### src/bdlp_pkg.sv
`default_nettype none
package bdlp_pkg;

	// Default width of the tick counter and every stored time stamp.
	localparam int TIME_BITS_DEF = 32;

	// Configuration port geometry.
	localparam int CFG_IDX_W  = 2;
	localparam int CFG_DATA_W = 32;
	localparam int DEB_W      = 16;
	localparam int THR_W      = 32;
	localparam int HOLD_OUT_W = 32;

	// Register indexes.
	localparam logic [CFG_IDX_W-1:0] REG_DEBOUNCE = 2'd0;
	localparam logic [CFG_IDX_W-1:0] REG_B_LONG   = 2'd1;
	localparam logic [CFG_IDX_W-1:0] REG_C_LONG   = 2'd2;

	// Register reset values.
	localparam logic [DEB_W-1:0] DEBOUNCE_RST = 16'd50;
	localparam logic [THR_W-1:0] B_LONG_RST   = 32'd1000;
	localparam logic [THR_W-1:0] C_LONG_RST   = 32'd5000;

	// Flag positions in the event word and in clear_mask.
	localparam int FLAG_W      = 5;
	localparam int FLAG_A      = 0;
	localparam int FLAG_BSHORT = 1;
	localparam int FLAG_BLONG  = 2;
	localparam int FLAG_CSHORT = 3;
	localparam int FLAG_CLONG  = 4;

	// What a debounce lane decided for the current tick.
	typedef struct packed {
		logic changed;   // a new level was accepted this tick
		logic level;     // accepted level after this tick
	} db_res_t;

	// What a hold lane found for the current tick.
	typedef struct packed {
		logic short_hit; // released before the long threshold
		logic long_hit;  // long threshold reached this tick
		logic held;      // accepted level is low after this tick
	} hold_res_t;

endpackage
`default_nettype wire

### src/bdlp_debounce.sv
`default_nettype none
module bdlp_debounce
	import bdlp_pkg::*;
#(
	parameter int TIME_BITS = TIME_BITS_DEF
) (
	input  wire logic                 clk,
	input  wire logic                 arst_n,
	input  wire logic                 step,
	input  wire logic                 raw,
	input  wire logic [TIME_BITS-1:0] now,
	input  wire logic [DEB_W-1:0]     debounce_ticks,
	output db_res_t                   res
);

	logic                 stable_q;
	logic [TIME_BITS-1:0] last_q;
	logic [TIME_BITS-1:0] since;

	// A change is taken only once the lockout since the last accepted change has run out.
	assign since       = now - last_q;
	assign res.changed = (raw != stable_q) && (since >= TIME_BITS'(debounce_ticks));
	assign res.level   = res.changed ? raw : stable_q;

	always_ff @(posedge clk or negedge arst_n) begin
		if (!arst_n) begin
			stable_q <= 1'b1;
			last_q   <= '0;
		end else if (step && res.changed) begin
			stable_q <= raw;
			last_q   <= now;
		end
	end

endmodule
`default_nettype wire

### src/bdlp_hold.sv
`default_nettype none
module bdlp_hold
	import bdlp_pkg::*;
#(
	parameter int TIME_BITS = TIME_BITS_DEF
) (
	input  wire logic                 clk,
	input  wire logic                 arst_n,
	input  wire logic                 step,
	input  wire logic                 raw,
	input  wire logic [TIME_BITS-1:0] now,
	input  wire logic [DEB_W-1:0]     debounce_ticks,
	input  wire logic [THR_W-1:0]     long_ticks,
	output hold_res_t                 res,
	output logic      [TIME_BITS-1:0] hold
);

	localparam int CMP_W = (TIME_BITS > THR_W) ? TIME_BITS : THR_W;

	db_res_t              db;
	logic [TIME_BITS-1:0] start_q;
	logic                 fired_q;
	logic                 press_now;
	logic                 fired_n;
	logic [TIME_BITS-1:0] elapsed;
	logic [TIME_BITS-1:0] elapsed_new;
	logic [CMP_W-1:0]     thr_ext;
	logic                 below_old;
	logic                 below_new;

	bdlp_debounce #(
		.TIME_BITS(TIME_BITS)
	) u_db (
		.clk           (clk),
		.arst_n        (arst_n),
		.step          (step),
		.raw           (raw),
		.now           (now),
		.debounce_ticks(debounce_ticks),
		.res           (db)
	);

	assign thr_ext     = CMP_W'(long_ticks);
	assign elapsed     = now - start_q;
	assign below_old   = CMP_W'(elapsed) < thr_ext;
	assign press_now   = db.changed && !db.level;
	// A fresh press restarts the hold at zero.
	assign elapsed_new = press_now ? '0 : elapsed;
	assign below_new   = CMP_W'(elapsed_new) < thr_ext;
	assign fired_n     = press_now ? 1'b0 : fired_q;

	assign res.short_hit = db.changed && db.level && !fired_q && below_old;
	assign res.long_hit  = !db.level && !fired_n && !below_new;
	assign res.held      = !db.level;
	assign hold          = db.level ? '0 : elapsed_new;

	always_ff @(posedge clk or negedge arst_n) begin
		if (!arst_n) begin
			start_q <= '0;
			fired_q <= 1'b0;
		end else if (step) begin
			if (press_now) begin
				start_q <= now;
			end
			fired_q <= fired_n || res.long_hit;
		end
	end

endmodule
`default_nettype wire

### src/button_debounce_long_press_top.sv
`default_nettype none
// Channel  Direction  Handshake              Carries
// in       request    in_valid / in_ready    level_a, level_b, level_c, clear_mask
// out      result     out_valid / out_ready  a_press .. c_long, c_hold_ticks
// cfg      request    cfg_valid / cfg_ready  cfg_index, cfg_data
//
// Every request is one tick and is finished in the cycle it is accepted; its result
// appears in the output register on the next cycle, so a request may follow every clock.
// The figure is set by the combinational lane update: one subtract and compare for the
// lockout in each lane and one for the hold time in lanes B and C, then the flag merge.
// Reset sets all buttons released, all flags clear, time zero and the default registers.
// A result waiting in the output register blocks a new request only while out_ready is low.
module button_debounce_long_press_top
	import bdlp_pkg::*;
#(
	parameter int TIME_BITS = TIME_BITS_DEF
) (
	input  wire logic                  clk,
	input  wire logic                  arst_n,
	input  wire logic                  in_valid,
	output logic                       in_ready,
	input  wire logic                  level_a,
	input  wire logic                  level_b,
	input  wire logic                  level_c,
	input  wire logic [FLAG_W-1:0]     clear_mask,
	output logic                       out_valid,
	input  wire logic                  out_ready,
	output logic                       a_press,
	output logic                       b_short,
	output logic                       b_long,
	output logic                       c_short,
	output logic                       c_long,
	output logic [HOLD_OUT_W-1:0]      c_hold_ticks,
	input  wire logic                  cfg_valid,
	output logic                       cfg_ready,
	input  wire logic [CFG_IDX_W-1:0]  cfg_index,
	input  wire logic [CFG_DATA_W-1:0] cfg_data
);

	localparam int WIDE_W = (TIME_BITS > HOLD_OUT_W) ? TIME_BITS : HOLD_OUT_W;

	logic                  in_acc;
	logic [DEB_W-1:0]      deb_q;
	logic [THR_W-1:0]      b_thr_q;
	logic [THR_W-1:0]      c_thr_q;
	logic [TIME_BITS-1:0]  tick_q;
	logic [FLAG_W-1:0]     flags_q;
	logic [FLAG_W-1:0]     flags_next;
	logic                  out_valid_q;
	logic [FLAG_W-1:0]     out_flags_q;
	logic [HOLD_OUT_W-1:0] out_hold_q;
	db_res_t               a_res;
	hold_res_t             b_res;
	hold_res_t             c_res;
	logic [TIME_BITS-1:0]  b_hold;
	logic [TIME_BITS-1:0]  c_hold;

	// The block takes a request whenever the output register is empty or being emptied.
	assign in_ready  = !out_valid_q || out_ready;
	assign in_acc    = in_valid && in_ready;
	assign cfg_ready = 1'b1;

	// Configuration registers; an index beyond the list is simply dropped.
	always_ff @(posedge clk or negedge arst_n) begin
		if (!arst_n) begin
			deb_q   <= DEBOUNCE_RST;
			b_thr_q <= B_LONG_RST;
			c_thr_q <= C_LONG_RST;
		end else if (cfg_valid) begin
			unique case (cfg_index)
				REG_DEBOUNCE: deb_q   <= cfg_data[DEB_W-1:0];
				REG_B_LONG:   b_thr_q <= cfg_data[THR_W-1:0];
				REG_C_LONG:   c_thr_q <= cfg_data[THR_W-1:0];
				default: ;
			endcase
		end
	end

	// Button A only needs the debounce; its press is the accepted falling level.
	bdlp_debounce #(
		.TIME_BITS(TIME_BITS)
	) u_lane_a (
		.clk           (clk),
		.arst_n        (arst_n),
		.step          (in_acc),
		.raw           (level_a),
		.now           (tick_q),
		.debounce_ticks(deb_q),
		.res           (a_res)
	);

	// Buttons B and C run the full short and long press lane, each with its own threshold.
	bdlp_hold #(
		.TIME_BITS(TIME_BITS)
	) u_lane_b (
		.clk           (clk),
		.arst_n        (arst_n),
		.step          (in_acc),
		.raw           (level_b),
		.now           (tick_q),
		.debounce_ticks(deb_q),
		.long_ticks    (b_thr_q),
		.res           (b_res),
		.hold          (b_hold)
	);

	bdlp_hold #(
		.TIME_BITS(TIME_BITS)
	) u_lane_c (
		.clk           (clk),
		.arst_n        (arst_n),
		.step          (in_acc),
		.raw           (level_c),
		.now           (tick_q),
		.debounce_ticks(deb_q),
		.long_ticks    (c_thr_q),
		.res           (c_res),
		.hold          (c_hold)
	);

	// Merge stage: the lanes' events are OR-ed into the sticky flags. The result shows
	// the flags before this tick's clear, so a flag raised and cleared in the same tick
	// is still reported once. Button B's hold time is not reported.
	always_comb begin
		flags_next              = flags_q;
		flags_next[FLAG_A]      = flags_q[FLAG_A]      | (a_res.changed & ~a_res.level);
		flags_next[FLAG_BSHORT] = flags_q[FLAG_BSHORT] | b_res.short_hit;
		flags_next[FLAG_BLONG]  = flags_q[FLAG_BLONG]  | (b_res.long_hit & b_res.held
			& (b_hold == b_hold));
		flags_next[FLAG_CSHORT] = flags_q[FLAG_CSHORT] | c_res.short_hit;
		flags_next[FLAG_CLONG]  = flags_q[FLAG_CLONG]  | (c_res.long_hit & c_res.held);
	end

	always_ff @(posedge clk or negedge arst_n) begin
		if (!arst_n) begin
			tick_q  <= '0;
			flags_q <= '0;
		end else if (in_acc) begin
			tick_q  <= tick_q + 1'b1;
			flags_q <= flags_next & ~clear_mask;
		end
	end

	always_ff @(posedge clk or negedge arst_n) begin
		if (!arst_n) begin
			out_valid_q <= 1'b0;
		end else if (in_acc) begin
			out_valid_q <= 1'b1;
		end else if (out_ready) begin
			out_valid_q <= 1'b0;
		end
	end

	// The hold time is reported on 32 bits whatever the time width.
	always_ff @(posedge clk) begin
		if (in_acc) begin
			out_flags_q <= flags_next;
			out_hold_q  <= HOLD_OUT_W'(WIDE_W'(c_hold));
		end
	end

	assign out_valid    = out_valid_q;
	assign a_press      = out_flags_q[FLAG_A];
	assign b_short      = out_flags_q[FLAG_BSHORT];
	assign b_long       = out_flags_q[FLAG_BLONG];
	assign c_short      = out_flags_q[FLAG_CSHORT];
	assign c_long       = out_flags_q[FLAG_CLONG];
	assign c_hold_ticks = out_hold_q;

	// Every accepted tick leaves a result behind it.
	assert property (@(posedge clk) disable iff (!arst_n) in_acc |=> out_valid_q)
		else $error("accepted tick produced no result");

	// Time advances by exactly one per accepted tick and holds otherwise.
	assert property (@(posedge clk) disable iff (!arst_n)
		in_acc |=> tick_q == $past(tick_q) + 1'b1)
		else $error("tick counter did not advance");

	assert property (@(posedge clk) disable iff (!arst_n) !in_acc |=> $stable(tick_q))
		else $error("tick counter moved without a tick");

	// A sticky flag can only survive a tick if that tick's result reported it.
	assert property (@(posedge clk) disable iff (!arst_n)
		in_acc |=> (flags_q & ~out_flags_q) == '0)
		else $error("flag kept that was not reported");

	// A short and a long press of one button never arise in the same tick.
	assert property (@(posedge clk) disable iff (!arst_n)
		in_acc |-> !(c_res.short_hit && c_res.long_hit) && !(b_res.short_hit && b_res.long_hit))
		else $error("short and long press in one tick");

endmodule
`default_nettype wire
### config.mk
export PLATFORM = sky130hd
export DESIGN_NAME = button_debounce_long_press_top
export DESIGN_NICKNAME = d
export VERILOG_FILES = /design/src/bdlp_pkg.sv /design/src/bdlp_debounce.sv /design/src/bdlp_hold.sv /design/src/button_debounce_long_press_top.sv
export SDC_FILE = /design/constraint.sdc
export NUM_CORES = 1
export LEC_CHECK = 0
export BUFFER_PORTS_ARGS = -buffer_cell sky130_fd_sc_hd__buf_2
export CAP_MARGIN = 10
export CORE_MARGIN = 3
export CORE_UTILIZATION = 58
export DETAILED_ROUTE_END_ITERATION = 12
export GPL_TIMING_DRIVEN = 0
export PLACE_DENSITY = 0.77
export SYNTH_ARGS = -nofsm -noshare
export SYNTH_HDL_FRONTEND = slang
export SYNTH_SLANG_ARGS = --single-unit
export TNS_END_PERCENT = 100
### constraint.sdc
create_clock -name clk -period 7 [get_ports clk]
set_input_delay 1.05 -clock clk [delete_from_list [all_inputs] [get_ports clk]]
set_output_delay 1.05 -clock clk [all_outputs]
set_load 0.005 [all_outputs]
==> qor.yml <==
hold_buffers: 0
period_needed_ns: 7.07
crit_path_top_delay_cell: "or4_4"
grt_pass1_wl_microns: 121000
drt_wl_total_microns: 78200
grt_usage: 0.326
p_int_mw: 8.13
post_drt_wl_per_cell_microns: 21.3
syn_area_sq_mm: 0.0258
critPathBufInv: 2
antenna_found_initial: 1
ys_seq_elements: 320
place_area_sq_mm: 0.0271
max_cap_violations: 0
row_count: 76
cpPeakStageDelay_ns: 0.56
critPathRequiredTime_ns: 7.32
vias: 22500
ctsRootBufferMaster: "clkbuf_16"
htreeDepth: 2
synth_nets: 3253
drt_iter0_drc: 1784
worst_ir_drop_vdd_mv: 0.260
syn_to_final_growth_pct: 13.7
timing.hold.ws_ns: 0.385
ys_warn_count: 0
violations: "negative setup slack"
synth_edf_count: 37
clk_path_buf_depth: 3
synth_largest_area_cell: "dfrtp_1"
fin_tns_setup_ns: -0.173
grt_max_degree: 121
async_flop_share: 0.884
dr.pass1.iters: 5
start_util: 0.594
clockPowerShare: 0.141
crit_family: "simple AND/OR/NAND/NOR gates"
die_w_microns: 217
cts.clk_slew.worst_paths_ns: 0.07
power_switching_share: 0.464
seq_area_frac_synth: 0.318
insertedDiodeCount: 0
cp-start-kind: "flop"
coreArea_sq_mm: 0.0435
critical_path.endpoint_type: "flop"
slew_headroom: 0.202
crit_fanout: 6
gp_congestion: 0.925
syn_inst: 2873
powerDensity_mw_per_mm2: 517
fin_nets: 3439
p_leak_nw: 14.3
cts_tree: "yes"
status: "finished, violations left"
hold_viol: 0
cp_num_cells: 34
arrival_ns: 7.39
cts.sinks: 320
synth_cell_types: 84
worst_pin_slew_ns: 1.19
vias_per_cell: 6.13
switchingPower_mw: 7.02
die_y_microns: 217
ioPinCount: 87
drc_errors: 0
power_frac_comb: 0.703
io_buffer_count: 85
grt_pass1_vias: 22300
drtAntennaViolNets: 0
synth_flop_cell: "dfrtp_1"
synth_top_area_share: 0.258
ff2ff_path_depth: 34
critical_path_class: "reg -> reg"
synthTopCellsByArea: "dfrtp_1 26%, ha_1 16%, mux2_2 4.8%"
rsz0062_at_grt: "yes"
n_fill_cell: 3333
clkLatencyLatePin_ns: 0.57
grt_overflow: 0
final_area_sq_mm: 0.0293
finalSetupViolations: 3
p_seq_frac: 0.156
finalWorstSetupSlack_ns: -0.0735
final_layout_size_suffix_gt1_frac: 0.169
cpMostUsedCell: "o21ai_1"
hold_path_class: "in -> async"
fin_crit_sh: 1.01
fmaxAchievable_mhz: 141
drv_slew: 0
dieArea_sq_mm: 0.0470
syn_area_per_cell_sq_um: 8.98
skew_ns: 0.0223
dp_hpwl_microns: 58500
cts_buffers: 38
-- power groups by stage --
stage               combinational [mW]  clock [mW]  sequential (mW)
global placement                  9.14           0             2.41
floorplan                         7.06           0             2.36
detailed placement                9.52           0             2.42
global route                      11.7        2.24             2.39
finish                            10.6        2.14             2.37
CTS                               10.1        2.16             2.38
-- routing by layer --
metal | global-route usage | part of all wire
met5 | 0 | 0
met1 | 0.429 | 0.42
met4 | 0.159 | 0.056
met2 | 0.535 | 0.45
met3 | 0.0397 | 0.065
-- sequential cells by signal, indices dropped and copies added, names as in the netlist, 5 cells and up --
register,cells
b_thr_q,32
c_hold_ticks,32
c_thr_q,32
deb_q,16
flags_q,5
out_flags_q,5
tick_q,32
u_lane_a.last_q,32
u_lane_b.start_q,32
u_lane_b.u_db.last_q,32
u_lane_c.start_q,32
u_lane_c.u_db.last_q,32
-- area by class of cell --
type                    count  area (sq um)  area share
multi-input cells        2132         16300       0.557
clock buffers              53          1140      0.0389
well taps                 585           732      0.0250
repair buffers            151           996      0.0340
flip-flops and latches    320          8230       0.281
plain buffers             100           510      0.0174
inverters                 316          1190      0.0406
clock inverters            16           196     0.00670
-- repair_timing --
| action | CTS | global route |
|---|---|---|
| setup endpoints to repair | 6 | 7 |
| pin swaps | 28 | 38 |
| buffers inserted | 39 | 22 |
| resized for setup | 97 | 32 |
| hold endpoints to repair | 0 | 0 |
-- synth_stat cells, drive strengths merged (44+ instances only) --
cell	number
xnor2	104
nor2b	63
nand3	61
nor3	44
a21oi	179
xor2	45
clkbuf	71
nand4	49
inv	316
nand2	215
dfrtp	266
ha	328
nor2	188
o21ai	195
mux2	165
a21o	75
-- cell usage in the layout, fill, tap and decap left out, types with 20 or more instances in the layout --
cell type  count
a211oi_1      20
a21o_1        75
a21oi_1      170
a31oi_1       20
and3_1        28
buf_2        100
buf_4         61
clkbuf_1      65
clkbuf_16     43
dfrtp_1      253
edfxtp_1      37
ha_1         317
inv_1        314
mux2_2       110
mux2_4        55
nand2_1      213
nand2b_1      35
nand3_1       59
nand4_1       49
nor2_1       186
nor2b_1       59
nor3_1        42
o211ai_1      20
o21a_1        37
o21ai_0      148
o21ai_1       43
xnor2_1      104
xor2_1        45
-- final timing paths --
check	slack [ns]	to	start
min reg2reg	0.50	u_lane_a.last_q[7]	u_lane_a.last_q[7]
min in group clk	0.50	u_lane_a.last_q[7]	u_lane_a.last_q[7]
min	0.39	u_lane_b.u_db.last_q[10]	arst_n
max	-0.07	out_flags_q[4]	tick_q[1]
max reg2reg	-0.07	out_flags_q[4]	tick_q[1]
max in group asynchronous	5.63	c_thr_q[25]	arst_n
-- cells by family (layout without fill, tap and decap cells) --
group                      after synthesis  in the layout  share of synthesized area
and+or+nand+nor                        772            772                      0.147
AOI/OAI and AO/OA                      700            700                      0.172
buffers and inverters                  421            636                     0.0646
adders and majority gates              333            333                      0.163
DFF                                    320            320                      0.318
muxes                                  177            177                     0.0847
xor gates and xnor gates               149            149                     0.0506
other                                    1              1                   0.000145
-- stage by stage --
stage / power, mW / setup WS [ns] / util / instances
detailed placement: 11.9 / -1.80 / 0.622 / 3547
finish: 15.2 / -0.0735 / 0.675 / 3673
CTS: 14.7 / -0.0395 / 0.667 / 3651
global placement: 11.5 / -1.82 / 0.620 / 3543
global route: 16.4 / -0.283 / 0.675 / 3673
floorplan: 9.42 / 0.250 / - / 2873
(Power assumes the default switching activity.)
